## config.mk

```make
export PLATFORM = sky130hd
export DESIGN_NAME = hdlc_frame_transmitter
export DESIGN_NICKNAME = d
export VERILOG_FILES = /design/src/design/hdlc_pkg.sv /design/src/design/hdlc_frame_transmitter.sv
export SDC_FILE = /design/constraint.sdc
export NUM_CORES = 1
export LEC_CHECK = 0
export ABC_AREA = 0
export BUFFER_PORTS_ARGS = -buffer_cell sky130_fd_sc_hd__buf_4
export CORE_AREA = 2 2 95 97
export CTS_BUF_LIST = sky130_fd_sc_hd__clkbuf_4 sky130_fd_sc_hd__clkbuf_8
export DETAILED_ROUTE_END_ITERATION = 10
export DIE_AREA = 0 0 97 99
export PLACE_DENSITY_LB_ADDON = 0.08
export SYNTH_ARGS = -nofsm -noshare
export SYNTH_HDL_FRONTEND = slang
export SYNTH_SLANG_ARGS = --single-unit
export TNS_END_PERCENT = 10
```

## constraint.sdc

```tcl
create_clock -name clk -period 4.3 [get_ports clk]
set_clock_uncertainty 0.05 [all_clocks]
set_input_delay 0.43 -clock clk [delete_from_list [all_inputs] [get_ports clk]]
set_output_delay 0.43 -clock clk [all_outputs]
set_load 0.01 [all_outputs]
```

## src/design/hdlc_pkg.sv

```systemverilog
package hdlc_pkg;

  // Which part of the frame the serialiser is sending for the current item.
  typedef enum logic [2:0] {
    PH_OPEN,
    PH_DATA,
    PH_FCS_LO,
    PH_FCS_HI,
    PH_CLOSE
  } phase_t;

  localparam logic       MODE_SYNC  = 1'b0;
  localparam logic       MODE_ASYNC = 1'b1;

  localparam logic [7:0]  FLAG_CHAR  = 8'h7E;
  localparam logic [7:0]  ESC_CHAR   = 8'h7D;
  localparam logic [7:0]  ESC_XOR    = 8'h20;
  localparam logic [15:0] FCS_PRESET = 16'hFFFF;
  localparam logic [15:0] FCS_POLY   = 16'h8408;
  localparam logic [2:0]  STUFF_RUN  = 3'd5;

  // Reflected CCITT CRC over one byte, least significant bit first.
  function automatic logic [15:0] fcs_byte(input logic [15:0] fcs, input logic [7:0] b);
    logic [15:0] c;
    c = fcs ^ {8'h00, b};
    for (int k = 0; k < 8; k++) begin
      c = c[0] ? ((c >> 1) ^ FCS_POLY) : (c >> 1);
    end
    return c;
  endfunction

endpackage

```

## src/design/hdlc_frame_transmitter.sv

```systemverilog
// Channel      | Handshake                 | Payload
// -------------+---------------------------+--------------------------------------
// frame input  | data_valid / data_stall   | data_byte[7:0], last_byte
// line output  | result_valid/result_stall | out_value[7:0], out_is_char, out_last
// config write | cfg_wr_en                 | cfg_wr_data (transmission_mode)
//
// One result leaves per cycle unless result_stall is high. In bit-synchronous mode a byte
// gives one result per line bit plus up to two stuffed zeros, an opening flag leads a frame and
// a closing item adds two FCS bytes and the closing flag. In asynchronous mode results are characters.
// The next item is taken in the cycle in which the current item's final result is produced.
// Reset (rst, synchronous) clears the FCS to all ones, the stuffing run, the line level and
// the frame state. An output stall holds the result register, the serialiser and the input.
module hdlc_frame_transmitter (
  input  logic       clk,
  input  logic       rst,
  input  logic       cfg_wr_en,
  input  logic       cfg_wr_data,
  input  logic       data_valid,
  output logic       data_stall,
  input  logic [7:0] data_byte,
  input  logic       last_byte,
  output logic       result_valid,
  input  logic       result_stall,
  output logic [7:0] out_value,
  output logic       out_is_char,
  output logic       out_last
);
  import hdlc_pkg::*;

  // Configuration.
  logic        mode;

  // Item being serialised.
  logic        busy, busy_next;
  logic [7:0]  work_byte;
  logic        work_last;
  phase_t      phase, phase_next;
  logic [2:0]  bit_idx, bit_idx_next;
  logic        stuff_pending, stuff_pending_next;
  logic        esc_pending, esc_pending_next;

  // Frame state.
  logic [15:0] fcs, fcs_next;
  logic [2:0]  ones_run, ones_run_next;
  logic        line_level, line_level_next;
  logic        frame_open, frame_open_next;

  // Step control.
  logic        step_en, item_done, load, frame_end;
  logic [15:0] fcs_base;
  logic        open_eff;

  // Current emission.
  logic [7:0]  cur_byte;
  logic        is_flag, cur_bit, level_out, byte_end, stuff_set, esc_set;
  logic [2:0]  run_inc;
  logic [7:0]  emit_value;
  logic        emit_char;

  // The serialiser advances whenever the result register is empty or is being taken.
  assign step_en    = busy && (!result_valid || !result_stall);
  assign data_stall = busy && !(step_en && item_done);
  assign load       = data_valid && !data_stall;
  assign frame_end  = step_en && item_done && work_last;

  // An item taken in the cycle a frame closes starts a fresh frame.
  assign fcs_base = frame_end ? FCS_PRESET : fcs;
  assign open_eff = frame_open && !frame_end;

  // Output side of the serialiser: what goes out this cycle and whether the byte ends.
  always_comb begin
    unique case (phase)
      PH_OPEN:   cur_byte = FLAG_CHAR;
      PH_DATA:   cur_byte = work_byte;
      PH_FCS_LO: cur_byte = ~fcs[7:0];
      PH_FCS_HI: cur_byte = ~fcs[15:8];
      PH_CLOSE:  cur_byte = FLAG_CHAR;
      default:   cur_byte = FLAG_CHAR;
    endcase
    is_flag    = (phase == PH_OPEN) || (phase == PH_CLOSE);
    cur_bit    = cur_byte[bit_idx];
    run_inc    = ones_run + 3'd1;
    level_out  = line_level;
    byte_end   = 1'b0;
    stuff_set  = 1'b0;
    esc_set    = 1'b0;
    emit_value = 8'h00;
    emit_char  = 1'b0;
    if (mode == MODE_ASYNC) begin
      emit_char = 1'b1;
      if (esc_pending) begin
        emit_value = cur_byte ^ ESC_XOR;
        byte_end   = 1'b1;
      end else if (!is_flag && (cur_byte == FLAG_CHAR || cur_byte == ESC_CHAR)) begin
        emit_value = ESC_CHAR;
        esc_set    = 1'b1;
      end else begin
        emit_value = cur_byte;
        byte_end   = 1'b1;
      end
    end else begin
      if (stuff_pending) begin
        // A stuffed zero toggles the line; the byte ends here if its bits are all out.
        level_out = ~line_level;
        byte_end  = (bit_idx == 3'd0);
      end else begin
        level_out = cur_bit ? line_level : ~line_level;
        stuff_set = !is_flag && cur_bit && (run_inc >= STUFF_RUN);
        byte_end  = (bit_idx == 3'd7) && !stuff_set;
      end
      emit_value = {7'b0000000, level_out};
    end
    item_done = byte_end && ((phase == PH_DATA && !work_last) || phase == PH_CLOSE);
  end

  // Next state of the serialiser and the frame.
  always_comb begin
    busy_next          = busy;
    phase_next         = phase;
    bit_idx_next       = bit_idx;
    stuff_pending_next = stuff_pending;
    esc_pending_next   = esc_pending;
    fcs_next           = fcs;
    ones_run_next      = ones_run;
    line_level_next    = line_level;
    frame_open_next    = frame_open;
    if (step_en) begin
      line_level_next    = level_out;
      stuff_pending_next = stuff_set;
      esc_pending_next   = esc_set;
      if (mode == MODE_SYNC && !stuff_pending) begin
        bit_idx_next = bit_idx + 3'd1;
        if (!is_flag) begin
          ones_run_next = (cur_bit && !stuff_set) ? run_inc : 3'd0;
        end
      end
      if (byte_end) begin
        unique case (phase)
          PH_OPEN: begin
            phase_next    = PH_DATA;
            ones_run_next = 3'd0;
          end
          PH_DATA: begin
            if (work_last) begin
              phase_next = PH_FCS_LO;
            end
          end
          PH_FCS_LO: phase_next = PH_FCS_HI;
          PH_FCS_HI: phase_next = PH_CLOSE;
          PH_CLOSE:  phase_next = PH_CLOSE;
          default:   phase_next = PH_OPEN;
        endcase
      end
      if (item_done) begin
        busy_next = 1'b0;
        if (work_last) begin
          fcs_next        = FCS_PRESET;
          ones_run_next   = 3'd0;
          frame_open_next = 1'b0;
        end
      end
    end
    if (load) begin
      busy_next       = 1'b1;
      fcs_next        = fcs_byte(fcs_base, data_byte);
      phase_next      = open_eff ? PH_DATA : PH_OPEN;
      frame_open_next = 1'b1;
      bit_idx_next    = 3'd0;
    end
  end

  always_ff @(posedge clk) begin
    if (rst) begin
      mode          <= MODE_SYNC;
      busy          <= 1'b0;
      phase         <= PH_OPEN;
      bit_idx       <= 3'd0;
      stuff_pending <= 1'b0;
      esc_pending   <= 1'b0;
      fcs           <= FCS_PRESET;
      ones_run      <= 3'd0;
      line_level    <= 1'b0;
      frame_open    <= 1'b0;
      result_valid  <= 1'b0;
    end else begin
      if (cfg_wr_en) begin
        mode <= cfg_wr_data;
      end
      busy          <= busy_next;
      phase         <= phase_next;
      bit_idx       <= bit_idx_next;
      stuff_pending <= stuff_pending_next;
      esc_pending   <= esc_pending_next;
      fcs           <= fcs_next;
      ones_run      <= ones_run_next;
      line_level    <= line_level_next;
      frame_open    <= frame_open_next;
      result_valid  <= step_en || (result_valid && result_stall);
    end
  end

  // Payload registers need no reset.
  always_ff @(posedge clk) begin
    if (load) begin
      work_byte <= data_byte;
      work_last <= last_byte;
    end
    if (step_en) begin
      out_value   <= emit_value;
      out_is_char <= emit_char;
      out_last    <= item_done;
    end
  end

endmodule

```

======== After elaboration in Yosys (flattened, before gate mapping) ========
Cells that the tools add are included.
W data, S select, Z words.
storage, ports and cells
  flip-flop bits (word level) ............. 51
  output and inout port bits .............. 12
  bits of input ports ..................... 15
operators by class
  eq/ne operators ......................... 8
  bitwise logic cells ..................... 14
  magnitude comparators ................... 2
  add/subtract/negate cells ............... 2
  muxes and demuxes ....................... 51
  reduce and logical (&&, ||, !) cells .... 43
operators by type and width
  cell                   number
  $mux W16               13
  $mux W3                11
  $not A2 Y3             8
  $pmux W8 S3            1
  $mux W1                22
  $eq A8 B7 Y1 const B   2
  $mux W8                2
  $not A8 Y8             2
  $xor A16 B8 Y16        1
  $logic_and A1 B1 Y1    15
  $pmux W3 S4            1
  $logic_not A1 Y1       10
  $reduce_bool A2 Y1     4
  $add A3 B1 Y3 const B  2
  $eq A3 B2 Y1 const B   2
  $eq A3 B3 Y1 const B   2
  $logic_not A3 Y1       2
  $reduce_and A2 Y1      3
  $reduce_and A3 Y1      2
  $logic_or A1 B1 Y1     5
  $lt A3 B4 Y1 const B   1
  $reduce_or A2 Y1       2
  $bmux W1 S3            1
  $eq A3 B1 Y1 const B   1
  3 further kinds        5

======== Longest topological paths before layout ========
Gate-level depths: netlist of run 1.
  depth in word-level cells ............... 32
  gate-level depth with buffers ........... 12

======== Worst setup path before layout of run 1 ========
Ideal clock, no wire load.
  path type ............................... reg2reg
  start ................................... register bit_idx[0]
  end ..................................... register work_byte[0] (enable)
  slack ................................... 1.378 ns
  stages on the path, launching flop included .. 9
  arrival ................................. 2.495 ns
  path through ............................ dfxtp_1 > mux2_2 > o311a_1 > a32oi_1 > nand4_1 > a211oi_2 > a31oi_4 > inv_2 > buf_1
on the way
  longest elaborated chain between the ends .. 14
ends and longest elaborated chain
  item                              line                           text
  start: declaration                hdlc_frame_transmitter.sv:38   logic [2:0] bit_idx, bit_idx_next;
  start signal: assignment          hdlc_frame_transmitter.sv:191  bit_idx <= bit_idx_next;
  $bmux W1 S3                       hdlc_frame_transmitter.sv:81   cur_bit = cur_byte[bit_idx];
  $mux W1 (implied by the code)     hdlc_frame_transmitter.sv:81
  $logic_and A1 B1 Y1 (2 in a row)  hdlc_frame_transmitter.sv:108  stuff_set = !is_flag && cur_bit && (run_inc >= STUFF_RUN);
  $logic_not A1 Y1                  hdlc_frame_transmitter.sv:109  byte_end = (bit_idx == 3'd7) && !stuff_set;
  $logic_and A1 B1 Y1               hdlc_frame_transmitter.sv:109
  $mux W1 (*)                       hdlc_frame_transmitter.sv:102  if (stuff_pending) begin
  $mux W1 (*)                       hdlc_frame_transmitter.sv:89   if (mode == MODE_ASYNC) begin
  $logic_and A1 B1 Y1 (*)           hdlc_frame_transmitter.sv:113  item_done = byte_end && ((phase == PH_DATA && !work_last) || phase == PH_CLOSE);
  named net item_done               hdlc_frame_transmitter.sv:49   logic step_en, item_done, load, frame_end;
  $logic_and A1 B1 Y1 (*)           hdlc_frame_transmitter.sv:62   assign data_stall = busy && !(step_en && item_done);
  $logic_not A1 Y1 (*)              hdlc_frame_transmitter.sv:62
  $logic_and A1 B1 Y1 (*)           hdlc_frame_transmitter.sv:62
  $logic_not A1 Y1 (*)              hdlc_frame_transmitter.sv:63   assign load = data_valid && !data_stall;
  $logic_and A1 B1 Y1 (*)           hdlc_frame_transmitter.sv:63
  end signal: assignment            hdlc_frame_transmitter.sv:205  work_byte <= data_byte;
  end: declaration                  hdlc_frame_transmitter.sv:35   logic [7:0] work_byte;
Mark *: on every way through the listed nets, which the timed path passes. The rest lies on a longest branch. The select of a mux whose other input is x is not followed.
A chain may end at the register's enable or synchronous reset.

======== Final worst setup path of run 1 ========
  start ................................... register phase[0]
  end ..................................... register fcs[2]
on the way
  longest elaborated chain between the ends .. 25
ends and longest elaborated chain
  item                                                     line                                                         text
  start: declaration                                       hdlc_frame_transmitter.sv:37                                 phase_t phase, phase_next;
  start signal: assignment                                 hdlc_frame_transmitter.sv:190                                phase <= phase_next;
  $eq A3 B2 Y1 / $eq A3 B1 Y1 (equally long branches)      hdlc_frame_transmitter.sv:72, hdlc_frame_transmitter.sv:113
  $pmux W8 S3                                              hdlc_frame_transmitter.sv:72                                 unique case (phase)
  $bmux W1 S3                                              hdlc_frame_transmitter.sv:81
  $mux W1 (implied by the code)                            hdlc_frame_transmitter.sv:81
  $logic_and A1 B1 Y1 (2 in a row)                         hdlc_frame_transmitter.sv:108
  $logic_not A1 Y1                                         hdlc_frame_transmitter.sv:109
  $logic_and A1 B1 Y1                                      hdlc_frame_transmitter.sv:109
  $mux W1                                                  hdlc_frame_transmitter.sv:102
  [2 not listed]                                           -
  named net item_done                                      hdlc_frame_transmitter.sv:49
  [2 not listed]                                           -
  $mux W16                                                 hdlc_frame_transmitter.sv:67                                 assign fcs_base = frame_end ? FCS_PRESET : fcs;
  $xor A16 B8 Y16                                          hdlc_pkg.sv:25                                               c = fcs ^ {8'h00, b};
  $mux W16 (2 in a row)                                    hdlc_pkg.sv:27                                               c = c[0] ? ((c >> 1) ^ FCS_POLY) : (c >> 1);
  $mux W16 / $not A2 Y3 (equally long branches)            -
  $mux W16 (3 in a row)                                    hdlc_pkg.sv:27
  $not A2 Y3 (no line) / $mux W16 (equally long branches)  -
  $mux W16 (2 in a row)                                    hdlc_pkg.sv:27
  $mux W16                                                 hdlc_frame_transmitter.sv:163                                if (load) begin
  end signal: assignment                                   hdlc_frame_transmitter.sv:194                                fcs <= fcs_next;
  end: declaration                                         hdlc_frame_transmitter.sv:43                                 logic [15:0] fcs, fcs_next;
Marks and branches as above.

==> results of run 1 <==
worst max-delay path by stage:
stage	to	slack, ps	start	depth (start not counted)
final	fcs[2]	480	phase[0]	9
after global routing	fcs[2]	70	phase[0]	9
after CTS	fcs[2]	470	phase[0]	9
after detailed placement	fcs[2]	490	phase[0]	9
after global placement	fcs[2]	640	phase[0]	9
after floorplan	work_byte[0]	1380	bit_idx[0]	8
layout make-up:
cell class | count | area [sq um] | share of cell area, %
flip-flops and latches | 51 | 1210 | 36.7
clock buffers | 7 | 90.1 | 2.73
repair buffers | 28 | 210 | 6.37
clock inverters | 1 | 3.75 | 0.114
multi-input cells | 233 | 1600 | 48.6
inverters | 12 | 45.0 | 1.37
well taps | 108 | 135 | 4.10
flip-flops by register name (all words and copies together), names as in the netlist:
| name | cells |
|---|---|
| bit_idx | 3 |
| busy | 1 |
| esc_pending | 1 |
| fcs | 16 |
| frame_open | 1 |
| line_level | 1 |
| mode | 1 |
| ones_run | 3 |
| out_is_char | 1 |
| out_last | 1 |
| out_value | 8 |
| phase | 3 |
| result_valid | 1 |
| stuff_pending | 1 |
| work_byte | 8 |
| work_last | 1 |
where the power goes:
part | total, mW | internal, mW | switching [mW]
clock | 0.299 | 0.136 | 0.163
sequential | 0.590 | 0.545 | 0.0454
combinational | 0.328 | 0.159 | 0.168
layer usage:
metal / global-route usage (%) / routed length [um] / vias up
met1: 19.2 / 3350 / 1080
li1: - / - / 1151
met5: 0 / 0 / -
met3: 2.55 / 203 / 9
met2: 24.3 / 3160 / 35
met4: 5.42 / 134 / 0
worst max-delay path, delay by kind of cell (launching register included):
kind | cells | cell delay, ps
buf+inv | 1 | 610
mux | 1 | 150
flops | 1 | 740
compound gates | 4 | 1290
simple gates | 3 | 870
per-stage QoR:
step	instance area [sq um]	hold slack [ps]	total power [mW]	setup slack (ps)	util [%]
final	3300	248	1.22	477	38.6
after CTS	3300	242	1.23	472	38.6
after global placement	3210	419	0.932	636	37.5
after floorplan	2960	394	0.853	1380	-
after detailed placement	3210	425	0.931	488	37.5
after global routing	3300	233	1.29	71.2	38.6
kinds of logic after synthesis:
group | after synthesis | synth area share (%)
AO/OA/AOI/OAI | 57 | 14.6
XOR/XNOR | 39 | 11.6
adder cells (fa/ha/maj) | 5 | 2.12
buffers and inverters | 31 | 4.95
flip-flops | 51 | 41.0
multiplexers | 16 | 5.97
AND/OR/NAND/NOR | 116 | 19.8
synthesized netlist by cell type (2+ instances only):
library cell  instances  area (sq um)
o21bai_1              2          15.0
o22a_1                2          17.5
and2_1                2          12.5
xnor2_1              26           228
nand2b_1              5          31.3
nor2b_1               4          25.0
buf_6                 3          33.8
xor2_1               13           114
ha_1                  5          62.6
a32oi_1               3          26.3
or3_1                11          68.8
or2_2                 2          12.5
o21ai_0               5          25.0
nor2_1               37           139
mux2i_1              12           120
o32a_1                4          40.0
nand2_1              25          93.8
o32ai_1               3          26.3
nand3_1               7          35.0
mux2_2                2          22.5
edfxtp_1             19           571
a31oi_1               2          12.5
nor3_1               10          50.1
buf_2                 2          10.0
nor4_1                5          31.3
clkbuf_1             10          37.5
inv_1                11          41.3
dfxtp_1              32           641
buf_1                 2          7.51
a21oi_1              14          70.1
a311oi_1              2          17.5
a21o_1                7          52.6
==> flow_summary.json, run 1 <==
{
  "status": "finished clean",
  "synth-warning-count": 0,
  "worstPathMaxFanout": 44,
  "cts_setup_buffers": 0,
  "n_antenna_cell": 0,
  "portBuffers": 26,
  "ys_seq_area_share_pct": 41.0,
  "die_height_um": 99,
  "rsz0062_at_grt": "false",
  "cp_slowest_cell": "dfxtp_1",
  "min_path_cells": 1,
  "async_flop_share_pct": 0,
  "powerDensity_nw_per_um2": 369,
  "gr-total-overflow": 0,
  "synth_seq_cells": 51,
  "grtUsageTotal_pct": 14.6,
  "maxSlewViolCount": 0,
  "timing.final.crit_share_pct": 88.9,
  "core_area_sq_um": 8550,
  "cts_root_buffer": "clkbuf_8",
  "drt-total-wl_um": 6850,
  "grt_pass1_vias": 2295,
  "grt_max_degree": 45,
  "drive_above_1_share_pct": 14.8,
  "die_w_um": 97,
  "worst_slew_margin_rel_pct": 46.1,
  "r2r_cells": 9,
  "row_count": 34,
  "nFillCells": 859,
  "start_kind": "flip-flop",
  "numCtsBuffers": 5,
  "postSynthAreaPerCell_sq_um": 9.39,
  "cp_cell_sequence": "nand2b_1 > o32ai_1 > o22a_1 > nand4_1 > a211oi_2 > a31oi_4 > inv_2 > mux2i_1 > or2_2",
  "clkTransAtPathRegs_ps": 100,
  "drtPass1Iterations": 4,
  "hp-start": "last_byte",
  "hold_class": "in -> reg",
  "ios": 27,
  "synthesis.nets": 335,
  "path_class": "reg -> reg",
  "wl_per_cell_um": 15.6,
  "cts_buffer_depth": 2,
  "dpl.cell_count": 432,
  "slowest_delay_ps": 740,
  "period_needed_ps": 3820,
  "via_count": 2275,
  "die_area_sq_um": 9600,
  "finalWeightedCongestion": 0.759,
  "synthCells": 315,
  "finalSetupViolCount": 0,
  "layout_commonest_cell": "nor2_1",
  "area_growth_syn_to_layout_pct": 11.6,
  "crit_arrival_ps": 3980,
  "drt_iter0_drc": 155,
  "insertion_delay_ps": 310,
  "max_freq_ghz": 0.262,
  "post_cts_resized": 0,
  "r2r-end": "fcs[2]",
  "layout.cells.most_common_list": "37 x nor2_1, 32 x dfxtp_1, 28 x buf_4",
  "hold_viol_final": 0,
  "fin_tns_setup_ps": 0,
  "ir_worst_vdd_mv": 0.149,
  "synth-edff-count": 19,
  "h-tree-depth": 2,
  "synth.distinct_cells": 58,
  "tightest_slew_ps": 807,
  "end_kind": "flip-flop",
  "leakage_nw": 1.22,
  "grt_pass1_wl_um": 11300,
  "fin_cells": 440,
  "maxCapViolCount": 0,
  "vias_per_cell": 5.17,
  "nets": 351,
  "synthFlopType": "dfxtp_1",
  "grt_antenna_before_repair": 0,
  "cts_tree": "yes",
  "whs_endpoint": "work_last",
  "critical_path_required_ps": 4460,
  "final_antenna_net_count": 0,
  "post-route-drc-count": 0,
  "holdBufCountCts": 0,
  "reg2reg_from": "phase[0]",
  "dp_hpwl_um": 4940,
  "clock-sinks": 51,
  "netlist_area_sq_um": 2960,
  "initial_core_util_pct": 34.6,
  "reg2reg_slack_ps": 480
}
Note: power is estimated with default switching activity, not from simulation.
==> inputs of run 2 (changes only) <==
--- a/config.mk
+++ b/config.mk
@@ -7,10 +7,10 @@
 export LEC_CHECK = 0
 export ABC_AREA = 0
 export BUFFER_PORTS_ARGS = -buffer_cell sky130_fd_sc_hd__buf_4
-export CORE_AREA = 2 2 95 97
+export CORE_AREA = 4 4 97 99
 export CTS_BUF_LIST = sky130_fd_sc_hd__clkbuf_4 sky130_fd_sc_hd__clkbuf_8
 export DETAILED_ROUTE_END_ITERATION = 10
-export DIE_AREA = 0 0 97 99
+export DIE_AREA = 0 0 101 103
 export PLACE_DENSITY_LB_ADDON = 0.08
 export SYNTH_ARGS = -nofsm -noshare
 export SYNTH_HDL_FRONTEND = slang
==> run 2 against run 1 <==
- utilization down 0.059 points
- global-route usage down 0.78 points
- non-clock buffer count unchanged
- routed wire length up 1.2%
- sequential cell count unchanged
- sequential share of layout area up 0.056 points
- clock-buffer cell count unchanged
- die area up 8.3%
- hold slack about the same
- combinational power about the same
- highest routed layer unchanged
==> flow_summary.json, run 2 (synthesis gave the netlist of run 1 again) <==
{
  "reg_top3": "fcs (16), out_value (8), work_byte (8)",
  "portBuffers": 26,
  "r2r_cells": 9,
  "via_count": 2281,
  "layout.cells.most_common_list": "37 x nor2_1, 32 x dfxtp_1, 28 x buf_4",
  "finalWeightedCongestion": 0.815,
  "cp_slowest_cell": "dfxtp_1",
  "vias_per_cell": 5.18,
  "powerDensity_nw_per_um2": 367,
  "rsz0062_at_grt": "false",
  "post-route-drc-count": 0,
  "final_antenna_net_count": 0,
  "tightest_slew_ps": 796,
  "area_growth_syn_to_layout_pct": 11.4,
  "cp_cell_sequence": "nand2b_1 > o32ai_1 > o22a_1 > nand4_1 > a211oi_2 > a31oi_4 > inv_2 > mux2i_1 > or2_2",
  "ir_worst_vdd_mv": 0.134,
  "insertion_delay_ps": 300,
  "path_class": "reg -> reg",
  "wl_per_cell_um": 15.8,
  "post_cts_resized": 0,
  "routedLengthMet1_um": 3290,
  "cts_setup_buffers": 0,
  "finalSetupViolCount": 0,
  "numCtsBuffers": 5,
  "slowest_delay_ps": 720,
  "final_util_pct": 38.5,
  "largest_register_ffs": 16,
  "largest_register": "fcs",
  "met2_length_um": 3310,
  "grt_pass1_wl_um": 11300,
  "period_needed_ps": 3880,
  "hold_viol_final": 0,
  "grt_max_degree": 45,
  "maxSlewViolCount": 0,
  "end_kind": "flip-flop",
  "whs_endpoint": "work_last",
  "hp-start": "last_byte",
  "nets": 351,
  "hold_class": "in -> reg",
  "drt-total-wl_um": 6930,
  "drt_iter0_drc": 150,
  "top_layer_used": "met4",
  "gr-total-overflow": 0,
  "fin_tns_setup_ps": 0,
  "max_freq_ghz": 0.258,
  "ios": 27,
  "drive_above_1_share_pct": 15.1,
  "core_area_sq_um": 8550,
  "crit_arrival_ps": 4030,
  "dp_hpwl_um": 5020,
  "worst_slew_margin_rel_pct": 46.9,
  "worstPathMaxFanout": 44,
  "die_height_um": 103,
  "timing.final.crit_share_pct": 90.3,
  "start_kind": "flip-flop",
  "critical_path_required_ps": 4450,
  "grt_pass1_vias": 2196,
  "reg2reg_from": "phase[0]",
  "grtUsageTotal_pct": 13.9,
  "die_area_sq_um": 10400,
  "cts_tree": "yes",
  "drtPass1Iterations": 4,
  "row_count": 34,
  "layout_commonest_cell": "nor2_1",
  "reg2reg_slack_ps": 420,
  "clkTransAtPathRegs_ps": 90,
  "maxCapViolCount": 0,
  "min_path_cells": 1,
  "die_w_um": 101,
  "initial_core_util_pct": 34.6,
  "n_antenna_cell": 0,
  "cts_buffer_depth": 2,
  "status": "finished clean",
  "clock-sinks": 51,
  "met3_length_um": 264,
  "grt_antenna_before_repair": 0,
  "r2r-end": "fcs[2]",
  "holdBufCountCts": 0,
  "h-tree-depth": 2,
  "cts_root_buffer": "clkbuf_8",
  "leakage_nw": 1.22
}
## run 2: through the flow
| stage | power, mW | hold WS [ps] | instance area, sq um | std cells | worst slack, ps |
|---|---|---|---|---|---|
| final | 1.21 | 248 | 3290 | 440 | 417 |
| after global routing | 1.29 | 232 | 3290 | 440 | 166 |
| after CTS | 1.22 | 238 | 3290 | 440 | 451 |
| after detailed placement | 0.929 | 407 | 3210 | 432 | 444 |
| after global placement | 0.931 | 410 | 3210 | 432 | 624 |
| after floorplan | 0.853 | 394 | 2960 | 315 | 1380 |
## run 2: area by class of cell
| cell class | count | area [sq um] |
|---|---|---|
| well taps | 108 | 135 |
| clock buffers | 7 | 83.8 |
| flip-flops and latches | 51 | 1210 |
| fillers | 862 | 5260 |
| repair buffers | 28 | 210 |
| inverters | 12 | 45.0 |
| clock inverters | 1 | 5.00 |
| multi-input cells | 233 | 1600 |
## run 2: per-layer routing
metal  global-route usage, %  vias to the layer above
met1                    18.4                     1086
met5                       0                        -
met2                    23.2                       43
li1                        -                     1147
met4                    3.37                        0
met3                    2.77                        5
## run 2: how the worst max path moves through the flow
stage / start / end / slack, ps
finish: phase[0] / fcs[2] / 420
global placement: phase[0] / fcs[2] / 620
global route: phase[0] / fcs[2] / 170
detailed placement: phase[0] / fcs[2] / 440
floorplan: bit_idx[0] / work_byte[0] / 1380
CTS: phase[0] / fcs[2] / 450
## run 2: worst max-delay path, delay by kind of cell, from the launching register on
kind / cells / cell delay, ps
AO/OA/AOI/OAI: 4 / 1390
AND/OR/NAND/NOR: 3 / 860
flip-flops: 1 / 720
buffers and inverters: 1 / 610
multiplexers: 1 / 140
## run 2: power breakdown
group	internal, mW	switching [mW]	total (mW)
sequential	0.545	0.0459	0.591
clock	0.127	0.161	0.289
combinational	0.159	0.169	0.328
